--- config.mk ---
export PLATFORM = sky130hd
export DESIGN_NAME = universal_machine_execute_unit
export DESIGN_NICKNAME = d
export VERILOG_FILES = /design/src/ume_pkg.sv /design/src/ume_regfile.sv /design/src/ume_divider.sv /design/src/ume_datapath.sv /design/src/ume_ctrl.sv /design/src/universal_machine_execute_unit.sv
export SDC_FILE = /design/constraint.sdc
export NUM_CORES = 2
export LEC_CHECK = 0
export BUFFER_PORTS_ARGS = -buffer_cell sky130_fd_sc_hd__buf_2
export CORE_MARGIN = 2
export CORE_UTILIZATION = 37
export CTS_BUF_LIST = sky130_fd_sc_hd__clkbuf_8
export DETAILED_ROUTE_END_ITERATION = 8
export PLACE_DENSITY = 0.5
export SETUP_SLACK_MARGIN = 0.1
export SYNTH_ARGS = -nofsm -noshare
export SYNTH_HDL_FRONTEND = slang
export SYNTH_SLANG_ARGS = --single-unit
--- constraint.sdc ---
create_clock -name clk -period 21.6 [get_ports clk]
set_input_delay 2.16 -clock clk [delete_from_list [all_inputs] [get_ports clk]]
set_output_delay 2.16 -clock clk [all_outputs]
set_load 0.01 [all_outputs]
--- src/ume_pkg.sv ---
// Shared definitions for the universal machine execute unit:
// opcodes, result action codes, field positions and control/status structs.
// No dependencies.
package ume_pkg;

    localparam int WORD_W = 32;
    localparam int ACT_W  = 4;
    localparam int OP_W   = 4;
    localparam int IDX_W  = 3;
    localparam int CHAR_W = 8;

    localparam logic [WORD_W-1:0] ALL_ONES = 32'hffff_ffff;
    localparam int OP_SHIFT      = 28;
    localparam int IMM_REG_SHIFT = 25;
    localparam int IMM_W         = 25;
    localparam int A_SHIFT       = 6;
    localparam int B_SHIFT       = 3;

    // opcodes
    localparam logic [OP_W-1:0] OP_CMOV    = 4'd0;
    localparam logic [OP_W-1:0] OP_LOAD    = 4'd1;
    localparam logic [OP_W-1:0] OP_STORE   = 4'd2;
    localparam logic [OP_W-1:0] OP_ADD     = 4'd3;
    localparam logic [OP_W-1:0] OP_MUL     = 4'd4;
    localparam logic [OP_W-1:0] OP_DIV     = 4'd5;
    localparam logic [OP_W-1:0] OP_NAND    = 4'd6;
    localparam logic [OP_W-1:0] OP_HALT    = 4'd7;
    localparam logic [OP_W-1:0] OP_MAP     = 4'd8;
    localparam logic [OP_W-1:0] OP_UNMAP   = 4'd9;
    localparam logic [OP_W-1:0] OP_OUTPUT  = 4'd10;
    localparam logic [OP_W-1:0] OP_INPUT   = 4'd11;
    localparam logic [OP_W-1:0] OP_LOADPRG = 4'd12;
    localparam logic [OP_W-1:0] OP_LOADIMM = 4'd13;

    // result actions
    localparam logic [ACT_W-1:0] ACT_DONE     = 4'd0;
    localparam logic [ACT_W-1:0] ACT_READ     = 4'd1;
    localparam logic [ACT_W-1:0] ACT_WRITE    = 4'd2;
    localparam logic [ACT_W-1:0] ACT_MAP      = 4'd3;
    localparam logic [ACT_W-1:0] ACT_UNMAP    = 4'd4;
    localparam logic [ACT_W-1:0] ACT_OUT      = 4'd5;
    localparam logic [ACT_W-1:0] ACT_IN       = 4'd6;
    localparam logic [ACT_W-1:0] ACT_LOADPROG = 4'd7;
    localparam logic [ACT_W-1:0] ACT_HALT     = 4'd8;
    localparam logic [ACT_W-1:0] ACT_ERROR    = 4'd9;

    localparam logic KIND_INSTR = 1'b0;
    localparam logic KIND_REPLY = 1'b1;

    typedef struct packed {
        logic             capture;
        logic             rd_a;
        logic             mul_load;
        logic             div_start;
        logic             commit;
        logic             err;
        logic [IDX_W-1:0] reply_dest;
        logic             reply_is_input;
    } ume_cmd_t;

    typedef struct packed {
        logic             kind;
        logic [OP_W-1:0]  op;
        logic [IDX_W-1:0] a;
        logic [IDX_W-1:0] b;
        logic [IDX_W-1:0] c;
        logic             vc_zero;
        logic             div_done;
        logic             out_free;
    } ume_status_t;

endpackage

--- src/ume_regfile.sv ---
// Eight-entry register file: one write port, two registered read ports.
// Per-entry valid bits give the all-zero reset. Uses ume_pkg.
module ume_regfile (
    input  logic                        clk,
    input  logic                        rst_n,
    input  logic                        we,
    input  logic [ume_pkg::IDX_W-1:0]   waddr,
    input  logic [ume_pkg::WORD_W-1:0]  wdata,
    input  logic                        re0,
    input  logic [ume_pkg::IDX_W-1:0]   raddr0,
    input  logic                        re1,
    input  logic [ume_pkg::IDX_W-1:0]   raddr1,
    output logic [ume_pkg::WORD_W-1:0]  rdata0,
    output logic [ume_pkg::WORD_W-1:0]  rdata1
);
    import ume_pkg::*;

    localparam int DEPTH = 1 << IDX_W;

    logic [WORD_W-1:0] mem [DEPTH];
    logic [DEPTH-1:0]  valid_reg;
    logic [WORD_W-1:0] rdata0_reg;
    logic [WORD_W-1:0] rdata1_reg;

    always_ff @(posedge clk or negedge rst_n)
    begin
        if (!rst_n)
        begin
            valid_reg <= '0;
        end
        else if (we)
        begin
            valid_reg[waddr] <= 1'b1;
        end
    end

    // an entry never written reads as zero
    always_ff @(posedge clk)
    begin
        if (we)
        begin
            mem[waddr] <= wdata;
        end
        if (re0)
        begin
            rdata0_reg <= valid_reg[raddr0] ? mem[raddr0] : '0;
        end
        if (re1)
        begin
            rdata1_reg <= valid_reg[raddr1] ? mem[raddr1] : '0;
        end
    end

    assign rdata0 = rdata0_reg;
    assign rdata1 = rdata1_reg;

endmodule

--- src/ume_divider.sv ---
// Restoring unsigned divider, one quotient bit per cycle.
// Holds the quotient after done until the next start. Uses ume_pkg.
module ume_divider (
    input  logic                        clk,
    input  logic                        rst_n,
    input  logic                        start,
    input  logic [ume_pkg::WORD_W-1:0]  dividend,
    input  logic [ume_pkg::WORD_W-1:0]  divisor,
    output logic                        done,
    output logic [ume_pkg::WORD_W-1:0]  quotient
);
    import ume_pkg::*;

    localparam int CNT_W = $clog2(WORD_W);
    localparam logic [CNT_W-1:0] LAST = CNT_W'(WORD_W - 1);

    logic              busy_reg;
    logic              done_reg;
    logic [CNT_W-1:0]  count_reg;
    logic [WORD_W-1:0] rem_reg;
    logic [WORD_W-1:0] quot_reg;
    logic [WORD_W-1:0] dvs_reg;

    logic [WORD_W:0]   shifted;
    logic [WORD_W:0]   trial;
    logic [WORD_W-1:0] rem_next;
    logic [WORD_W-1:0] quot_next;

    always_comb
    begin
        shifted = {rem_reg, quot_reg[WORD_W-1]};
        trial   = shifted - {1'b0, dvs_reg};
        if (!trial[WORD_W])
        begin
            rem_next  = trial[WORD_W-1:0];
            quot_next = {quot_reg[WORD_W-2:0], 1'b1};
        end
        else
        begin
            rem_next  = shifted[WORD_W-1:0];
            quot_next = {quot_reg[WORD_W-2:0], 1'b0};
        end
    end

    always_ff @(posedge clk or negedge rst_n)
    begin
        if (!rst_n)
        begin
            busy_reg  <= 1'b0;
            done_reg  <= 1'b0;
            count_reg <= '0;
        end
        else if (start)
        begin
            busy_reg  <= 1'b1;
            done_reg  <= 1'b0;
            count_reg <= '0;
        end
        else if (busy_reg)
        begin
            count_reg <= count_reg + 1'b1;
            if (count_reg == LAST)
            begin
                busy_reg <= 1'b0;
                done_reg <= 1'b1;
            end
        end
    end

    always_ff @(posedge clk)
    begin
        if (start)
        begin
            rem_reg  <= '0;
            quot_reg <= dividend;
            dvs_reg  <= divisor;
        end
        else if (busy_reg)
        begin
            rem_reg  <= rem_next;
            quot_reg <= quot_next;
        end
    end

    assign done     = done_reg;
    assign quotient = quot_reg;

endmodule

--- src/ume_datapath.sv ---
// Datapath: item capture, register file, multiplier, divider, result
// assembly and output register. Uses ume_pkg, ume_regfile, ume_divider.
module ume_datapath (
    input  logic                        clk,
    input  logic                        rst_n,
    input  ume_pkg::ume_cmd_t           cmd,
    output ume_pkg::ume_status_t        status,
    input  logic                        kind,
    input  logic [ume_pkg::WORD_W-1:0]  instruction,
    input  logic [ume_pkg::WORD_W-1:0]  reply_value,
    input  logic                        input_at_end,
    output logic                        out_valid,
    input  logic                        out_stall,
    output logic [ume_pkg::ACT_W-1:0]   action,
    output logic [ume_pkg::WORD_W-1:0]  segment,
    output logic [ume_pkg::WORD_W-1:0]  offset,
    output logic [ume_pkg::WORD_W-1:0]  store_value,
    output logic [ume_pkg::CHAR_W-1:0]  out_char,
    output logic                        wrote_register,
    output logic [ume_pkg::IDX_W-1:0]   written_index,
    output logic [ume_pkg::WORD_W-1:0]  written_value
);
    import ume_pkg::*;

    logic              kind_reg;
    logic [WORD_W-1:0] instr_reg;
    logic [WORD_W-1:0] rv_reg;
    logic              end_reg;
    logic [WORD_W-1:0] hold_reg;
    logic [WORD_W-1:0] prod_reg;

    logic [OP_W-1:0]   op;
    logic [IDX_W-1:0]  fa;
    logic [IDX_W-1:0]  fb;
    logic [IDX_W-1:0]  fc;

    logic [IDX_W-1:0]  raddr0;
    logic [WORD_W-1:0] rd0;
    logic [WORD_W-1:0] rd1;
    logic [WORD_W-1:0] mul_low;
    logic              div_done;
    logic [WORD_W-1:0] quotient;

    logic [ACT_W-1:0]  res_action;
    logic [WORD_W-1:0] res_segment;
    logic [WORD_W-1:0] res_offset;
    logic [WORD_W-1:0] res_store;
    logic [CHAR_W-1:0] res_char;
    logic              res_wr;
    logic [IDX_W-1:0]  res_idx;
    logic [WORD_W-1:0] res_val;

    logic              out_valid_reg;
    logic [ACT_W-1:0]  action_reg;
    logic [WORD_W-1:0] segment_reg;
    logic [WORD_W-1:0] offset_reg;
    logic [WORD_W-1:0] store_reg;
    logic [CHAR_W-1:0] char_reg;
    logic              wrote_reg;
    logic [IDX_W-1:0]  index_reg;
    logic [WORD_W-1:0] value_reg;

    always_ff @(posedge clk)
    begin
        if (cmd.capture)
        begin
            kind_reg  <= kind;
            instr_reg <= instruction;
            rv_reg    <= reply_value;
            end_reg   <= input_at_end;
        end
        if (cmd.rd_a)
        begin
            hold_reg <= rd0;
        end
        if (cmd.mul_load)
        begin
            prod_reg <= mul_low;
        end
    end

    assign op = instr_reg[OP_SHIFT +: OP_W];
    assign fa = instr_reg[A_SHIFT +: IDX_W];
    assign fb = instr_reg[B_SHIFT +: IDX_W];
    assign fc = instr_reg[IDX_W-1:0];

    // port 0 reads b at capture, then a for a store
    assign raddr0 = cmd.rd_a ? fa : instruction[B_SHIFT +: IDX_W];

    ume_regfile u_regfile (
        .clk    (clk),
        .rst_n  (rst_n),
        .we     (cmd.commit && res_wr),
        .waddr  (res_idx),
        .wdata  (res_val),
        .re0    (cmd.capture || cmd.rd_a),
        .raddr0 (raddr0),
        .re1    (cmd.capture),
        .raddr1 (instruction[IDX_W-1:0]),
        .rdata0 (rd0),
        .rdata1 (rd1)
    );

    assign mul_low = rd0 * rd1;

    ume_divider u_divider (
        .clk      (clk),
        .rst_n    (rst_n),
        .start    (cmd.div_start),
        .dividend (rd0),
        .divisor  (rd1),
        .done     (div_done),
        .quotient (quotient)
    );

    always_comb
    begin
        res_action  = ACT_DONE;
        res_segment = '0;
        res_offset  = '0;
        res_store   = '0;
        res_char    = '0;
        res_wr      = 1'b0;
        res_idx     = '0;
        res_val     = '0;
        priority if (cmd.err)
        begin
            res_action = ACT_ERROR;
        end
        else if (kind_reg == KIND_REPLY)
        begin
            res_wr  = 1'b1;
            res_idx = cmd.reply_dest;
            res_val = (cmd.reply_is_input && end_reg) ? ALL_ONES : rv_reg;
        end
        else
        begin
            unique case (op)
                OP_CMOV:
                begin
                    res_wr  = (rd1 != '0);
                    res_idx = res_wr ? fa : '0;
                    res_val = res_wr ? rd0 : '0;
                end
                OP_LOAD:
                begin
                    res_action  = ACT_READ;
                    res_segment = rd0;
                    res_offset  = rd1;
                end
                OP_STORE:
                begin
                    // rd0 holds a here, b was parked in hold_reg
                    res_action  = ACT_WRITE;
                    res_segment = rd0;
                    res_offset  = hold_reg;
                    res_store   = rd1;
                end
                OP_ADD:
                begin
                    res_wr  = 1'b1;
                    res_idx = fa;
                    res_val = rd0 + rd1;
                end
                OP_MUL:
                begin
                    res_wr  = 1'b1;
                    res_idx = fa;
                    res_val = prod_reg;
                end
                OP_DIV:
                begin
                    res_wr  = 1'b1;
                    res_idx = fa;
                    res_val = quotient;
                end
                OP_NAND:
                begin
                    res_wr  = 1'b1;
                    res_idx = fa;
                    res_val = ~(rd0 & rd1);
                end
                OP_HALT:    res_action = ACT_HALT;
                OP_MAP:
                begin
                    res_action = ACT_MAP;
                    res_offset = rd1;
                end
                OP_UNMAP:
                begin
                    res_action  = ACT_UNMAP;
                    res_segment = rd1;
                end
                OP_OUTPUT:
                begin
                    res_action = ACT_OUT;
                    res_char   = rd1[CHAR_W-1:0];
                end
                OP_INPUT:   res_action = ACT_IN;
                OP_LOADPRG:
                begin
                    res_action  = ACT_LOADPROG;
                    res_segment = rd0;
                    res_offset  = rd1;
                end
                OP_LOADIMM:
                begin
                    res_wr  = 1'b1;
                    res_idx = instr_reg[IMM_REG_SHIFT +: IDX_W];
                    res_val = {{(WORD_W-IMM_W){1'b0}}, instr_reg[IMM_W-1:0]};
                end
                default:    res_action = ACT_ERROR;
            endcase
        end
    end

    always_ff @(posedge clk or negedge rst_n)
    begin
        if (!rst_n)
        begin
            out_valid_reg <= 1'b0;
        end
        else if (cmd.commit)
        begin
            out_valid_reg <= 1'b1;
        end
        else if (!out_stall)
        begin
            out_valid_reg <= 1'b0;
        end
    end

    always_ff @(posedge clk)
    begin
        if (cmd.commit)
        begin
            action_reg  <= res_action;
            segment_reg <= res_segment;
            offset_reg  <= res_offset;
            store_reg   <= res_store;
            char_reg    <= res_char;
            wrote_reg   <= res_wr;
            index_reg   <= res_idx;
            value_reg   <= res_val;
        end
    end

    assign status.kind     = kind_reg;
    assign status.op       = op;
    assign status.a        = fa;
    assign status.b        = fb;
    assign status.c        = fc;
    assign status.vc_zero  = (rd1 == '0);
    assign status.div_done = div_done;
    assign status.out_free = !out_valid_reg || !out_stall;

    assign out_valid      = out_valid_reg;
    assign action         = action_reg;
    assign segment        = segment_reg;
    assign offset         = offset_reg;
    assign store_value    = store_reg;
    assign out_char       = char_reg;
    assign wrote_register = wrote_reg;
    assign written_index  = index_reg;
    assign written_value  = value_reg;

endmodule

--- src/ume_ctrl.sv ---
// Controller: sequencing state machine plus halt and pending-reply state.
// Drives datapath commands from datapath status. Uses ume_pkg.
module ume_ctrl (
    input  logic                  clk,
    input  logic                  rst_n,
    input  logic                  in_valid,
    output logic                  in_stall,
    input  ume_pkg::ume_status_t  status,
    output ume_pkg::ume_cmd_t     cmd
);
    import ume_pkg::*;

    localparam logic [2:0] S_IDLE   = 3'd0;
    localparam logic [2:0] S_DECODE = 3'd1;
    localparam logic [2:0] S_STORE  = 3'd2;
    localparam logic [2:0] S_MUL    = 3'd3;
    localparam logic [2:0] S_DIV    = 3'd4;

    logic [2:0]       state_reg;
    logic [2:0]       state_next;
    logic             halted_reg;
    logic             awaiting_reg;
    logic [IDX_W-1:0] dest_reg;
    logic             is_input_reg;

    logic             err_cond;

    always_comb
    begin
        if (halted_reg)
        begin
            err_cond = 1'b1;
        end
        else if (status.kind == KIND_REPLY)
        begin
            err_cond = !awaiting_reg;
        end
        else
        begin
            err_cond = awaiting_reg || (status.op > OP_LOADIMM)
                       || (status.op == OP_DIV && status.vc_zero);
        end
    end

    always_comb
    begin
        state_next         = state_reg;
        cmd                = '0;
        cmd.reply_dest     = dest_reg;
        cmd.reply_is_input = is_input_reg;
        unique case (state_reg)
            S_IDLE:
            begin
                if (in_valid)
                begin
                    cmd.capture = 1'b1;
                    state_next  = S_DECODE;
                end
            end
            S_DECODE:
            begin
                cmd.err = err_cond;
                priority if (!err_cond && status.kind == KIND_INSTR
                             && status.op == OP_STORE)
                begin
                    cmd.rd_a   = 1'b1;
                    state_next = S_STORE;
                end
                else if (!err_cond && status.kind == KIND_INSTR
                         && status.op == OP_MUL)
                begin
                    cmd.mul_load = 1'b1;
                    state_next   = S_MUL;
                end
                else if (!err_cond && status.kind == KIND_INSTR
                         && status.op == OP_DIV)
                begin
                    cmd.div_start = 1'b1;
                    state_next    = S_DIV;
                end
                else if (status.out_free)
                begin
                    cmd.commit = 1'b1;
                    state_next = S_IDLE;
                end
            end
            S_STORE, S_MUL:
            begin
                if (status.out_free)
                begin
                    cmd.commit = 1'b1;
                    state_next = S_IDLE;
                end
            end
            S_DIV:
            begin
                if (status.div_done && status.out_free)
                begin
                    cmd.commit = 1'b1;
                    state_next = S_IDLE;
                end
            end
            default:    state_next = S_IDLE;
        endcase
    end

    always_ff @(posedge clk or negedge rst_n)
    begin
        if (!rst_n)
        begin
            state_reg    <= S_IDLE;
            halted_reg   <= 1'b0;
            awaiting_reg <= 1'b0;
            dest_reg     <= '0;
            is_input_reg <= 1'b0;
        end
        else
        begin
            state_reg <= state_next;
            if (cmd.commit && !cmd.err)
            begin
                if (status.kind == KIND_REPLY)
                begin
                    awaiting_reg <= 1'b0;
                    is_input_reg <= 1'b0;
                end
                else
                begin
                    unique case (status.op)
                        OP_LOAD:
                        begin
                            awaiting_reg <= 1'b1;
                            dest_reg     <= status.a;
                            is_input_reg <= 1'b0;
                        end
                        OP_MAP:
                        begin
                            awaiting_reg <= 1'b1;
                            dest_reg     <= status.b;
                            is_input_reg <= 1'b0;
                        end
                        OP_INPUT:
                        begin
                            awaiting_reg <= 1'b1;
                            dest_reg     <= status.c;
                            is_input_reg <= 1'b1;
                        end
                        OP_HALT:    halted_reg <= 1'b1;
                        default:    halted_reg <= halted_reg;
                    endcase
                end
            end
        end
    end

    assign in_stall = (state_reg != S_IDLE);

endmodule

--- src/universal_machine_execute_unit.sv ---
// Universal machine execute unit, one item at a time. Store and multiply
// pass through S_STORE or S_MUL (second register-file read, registered
// product); divide waits in S_DIV for the divider (one quotient bit per cycle).
// The result is loaded into the output register at commit, and the
// next item is taken while that result waits. Async active-low reset clears
// the registers (via valid bits), halt and pending-reply state; no clear pass.
module universal_machine_execute_unit (
    input  logic        clk,
    input  logic        rst_n,
    input  logic        in_valid,
    output logic        in_stall,
    input  logic        kind,
    input  logic [31:0] instruction,
    input  logic [31:0] reply_value,
    input  logic        input_at_end,
    output logic        out_valid,
    input  logic        out_stall,
    output logic [3:0]  action,
    output logic [31:0] segment,
    output logic [31:0] offset,
    output logic [31:0] store_value,
    output logic [7:0]  out_char,
    output logic        wrote_register,
    output logic [2:0]  written_index,
    output logic [31:0] written_value
);
    import ume_pkg::*;

    ume_cmd_t    cmd;
    ume_status_t status;

    ume_ctrl u_ctrl (
        .clk      (clk),
        .rst_n    (rst_n),
        .in_valid (in_valid),
        .in_stall (in_stall),
        .status   (status),
        .cmd      (cmd)
    );

    ume_datapath u_datapath (
        .clk            (clk),
        .rst_n          (rst_n),
        .cmd            (cmd),
        .status         (status),
        .kind           (kind),
        .instruction    (instruction),
        .reply_value    (reply_value),
        .input_at_end   (input_at_end),
        .out_valid      (out_valid),
        .out_stall      (out_stall),
        .action         (action),
        .segment        (segment),
        .offset         (offset),
        .store_value    (store_value),
        .out_char       (out_char),
        .wrote_register (wrote_register),
        .written_index  (written_index),
        .written_value  (written_value)
    );

    // a result is never loaded over one that is still waiting
    assert property (@(posedge clk) disable iff (!rst_n)
        cmd.commit |-> (!out_valid || !out_stall))
        else $error("result committed while output register full");

    // an item is never taken in the cycle another one finishes
    assert property (@(posedge clk) disable iff (!rst_n)
        cmd.commit |-> !(in_valid && !in_stall))
        else $error("input transfer overlaps commit");

    // commit is never asserted right after a divider start
    assert property (@(posedge clk) disable iff (!rst_n)
        cmd.div_start |=> !cmd.commit)
        else $error("commit right after divider start");

    // error results carry nothing but the action code
    assert property (@(posedge clk) disable iff (!rst_n)
        (out_valid && action == ACT_ERROR) |-> (segment == '0 && offset == '0
            && store_value == '0 && out_char == '0 && !wrote_register
            && written_index == '0 && written_value == '0))
        else $error("error result with nonzero fields");

endmodule
==> results.txt <==
layout cell share with drive strength beyond 1: 0.147
outcome: finished, final reports clean
die area: 136000 µm²
CTS H-tree lvls: 4
Top FF cell, synth: edfxtp_1
cells on worst reg2reg path: 21
fin crit period: 7.60 ns
clock buffer depth: 3
Max-Cap Viols: 0
clock-pin slew on the worst setup and hold paths: 0.06 ns
critical path required time: 22.19 ns
Cell Rows: 133
most used routing layer in global routing: met2
CTS root buffer: clkbuf_8
Clock Skews: 0.0551 ns
Mean Syn Cell Area: 11.6 µm²
crit path from: u_datapath.u_regfile.rdata1[12]$_SDFFCE_PN0P_
Fmax: 132 MHz
CP Cell Sequence: buf_4, ha_1, inv_1, fa_1, fa_1, fa_1, inv_1, fa_1, inv_1, fa_1, inv_1, fa_1, fa_1, fa_1, ha_1, and3_1, a221o_1, o21ai_0, a21oi_1, o41ai_1, o211ai_1
CP Data Arrival Time: 8.19 ns
Synth top area share: 0.401
Ys Warns: 0
post-DR wirelength/cell: 25.9 µm
top-count cell post-synth: edfxtp_1
Critical Path Sink: u_datapath.prod_reg[30]$_DFFE_PP_
setup tns final: 0 ns
Worst R2R End: u_datapath.prod_reg[30]$_DFFE_PP_
Post-synth EDFFs: 658
fin worst setup slack: 14.00 ns
antenna viol nets, final: 0
Max transition margin: 0.122
Worst setup SP type: flop
Min Hold Slack: 0.500 ns
post-detailed-routing wire length: 164 mm
FILL cells: 12672
Post-Syn Area: 49200 µm²
Core ar.: 132000 µm²
post-DP HPWL: 107 mm
first-pass GRT wire length: 242 mm
mean number of vias per cell: 5.42
initial core utilization: 0.373
GR Layer Usage met2: 0.383
All-Layer GR Usage: 0.243
Setup Buffers After CTS: 0
area grow syn2layout: 12.0%
First-pass DRT Iterations: 5
GR Layer Usage met1: 0.330
Cells after DPL: 6089
Num CTS Buffers: 133
Worst-Margin Slew: 1.31 ns
Ports: 216
gpl congestion: 0.873
post-synthesis sequential area ratio: 0.427
syn_nets: 4930
top cells by count, synth: edfxtp_1 (658), inv_1 (465), nand2_1 (463)
RSZ-0062 raised after global routing: false
part of the cycle the worst path needs: 0.352
worst skew pair latency: 0.88 ns
Placement Setup Slack: 14.06 ns
synthesis-stage register bit count: 715
Distinct cells, synth: 87
Syn Inst Count: 4261
final setup violation count: 0
Final Hold Fails: 0
worst reg2reg startpoint: u_datapath.u_regfile.rdata1[12]$_SDFFCE_PN0P_
vias in the first global route: 35385
worst hold path class: flop to flop
R2R setup slack: 14.00 ns
cts repair resizes: 0
GRT overflow: 0
Largest register FFs: 256
nets@finish: 5138
CTS tree: yes
Slew Limit Fails: 0
Async SR Flop Fraction: 0.0350
Critical Path Max Stage Delay: 0.57 ns
via count: 34326
Most flops, register: u_datapath.u_regfile.mem
clock sinks: 715
Non-Filler Instances: 6332
most frequent CP cell: fa_1
die width: 369 µm
Worst setup EP type: flop
Hold Buf Count CTS: 0
Iteration-0 DRC Markers: 2865
Die Y: 369 µm
Synth area leader: edfxtp_1
pin count of the biggest net entering global routing: 71
critical path class: flop to flop
worst-path fanout max: 25
DRC: 0
PortBufs: 215
CP max stage cell: fa_1
min-delay src: u_datapath.u_divider.rem_reg[13]$_SDFFE_PP0P_
initial antenna violation count: 14
largest cells by area after synthesis: edfxtp_1 (40%), fa_1 (17%), ha_1 (4.8%), and2_1 (4.7%), inv_1 (3.5%)
M3 GR Usage: 0.0533
==> cells in the final DEF (no fill, tap or decap), types with 14 or more instances in the layout <==
cell type,count
inv_1,518
nand2_1,462
clkinv_1,15
and2_1,369
ha_1,189
xnor2_1,103
dfrtp_1,24
fa_1,410
o21ai_0,101
buf_2,214
buf_4,121
edfxtp_1,658
nand4_1,15
mux2i_1,129
clkbuf_8,140
nor3_1,56
a32o_1,32
xor2_1,33
mux4_2,69
a221oi_1,23
a21o_1,26
o21bai_1,14
o211ai_1,23
nand2b_1,23
a21oi_1,157
a2111oi_2,31
a22o_1,34
nor2_1,190
nand3_1,26
a22oi_1,48
a31oi_1,14
o21a_1,16
dfxtp_1,32
a211oi_1,41
==> cells by family (layout without fill, tap and decap cells) <==
kind of cell	count (synthesis)	count (layout)	share of synthesized area
compound gates	647	647	0.0952
xor+xnor	137	137	0.0245
fa+ha+maj	599	599	0.215
buf+inv	728	1040	0.0570
flops	715	715	0.427
mux	205	205	0.0594
other cells	0	4	0
simple gates	1230	1230	0.122
==> critical path, delay by kind of cell, from the launching register on <==
kind            cells  cell delay (ns)
compound gates      5             1.31
fa+ha+maj          10             4.71
flops               1             0.34
buf+inv             5             0.73
simple gates        1             0.22
==> worst min-delay path by stage <==
stage                                                    end  slack (ns)  depth (start not counted)
2_1_floorplan  u_datapath.u_regfile.valid_reg[6]$_DFFE_PN0P_        0.45                          2
3_3_place_gp   u_datapath.u_divider.rem_reg[13]$_SDFFE_PP0P_        0.49                          2
3_5_place_dp   u_datapath.u_divider.rem_reg[13]$_SDFFE_PP0P_        0.49                          2
4_1_cts        u_datapath.u_divider.rem_reg[13]$_SDFFE_PP0P_        0.50                          2
5_1_grt        u_datapath.u_divider.rem_reg[13]$_SDFFE_PP0P_        0.52                          2
6_report       u_datapath.u_divider.rem_reg[13]$_SDFFE_PP0P_        0.50                          2
==> area by class of cell <==
class | instances | area, µm² | share of cell area
multi-input combinational | 2818 | 25600 | 0.465
antenna | 4 | 10.0 | 0.000182
inverter | 466 | 1750 | 0.0318
clock inverter | 99 | 607 | 0.0110
tap | 1755 | 2200 | 0.0399
timing repair buffer | 335 | 1980 | 0.0359
clock buffer | 140 | 1930 | 0.0350
sequential | 715 | 21000 | 0.382
==> per-stage QoR <==
step                      utilization  cell area (µm²)
after detailed placement        0.399            52600
after global placement          0.399            52600
after CTS                       0.418            55100
after global routing            0.418            55100
final                           0.418            55100
after floorplan                     -            49200
==> metal layers <==
| layer | vias up | share of wire |
|---|---|---|
| met5 | - | 0.00021 |
| met4 | 4 | 0.036 |
| met3 | 271 | 0.070 |
| met2 | 1291 | 0.46 |
| met1 | 17635 | 0.44 |
| li1 | 15125 | - |
Power is left out: the tool's default activity adds up to more than one toggle a clock period on the data nets, which glitch-free logic cannot reach.
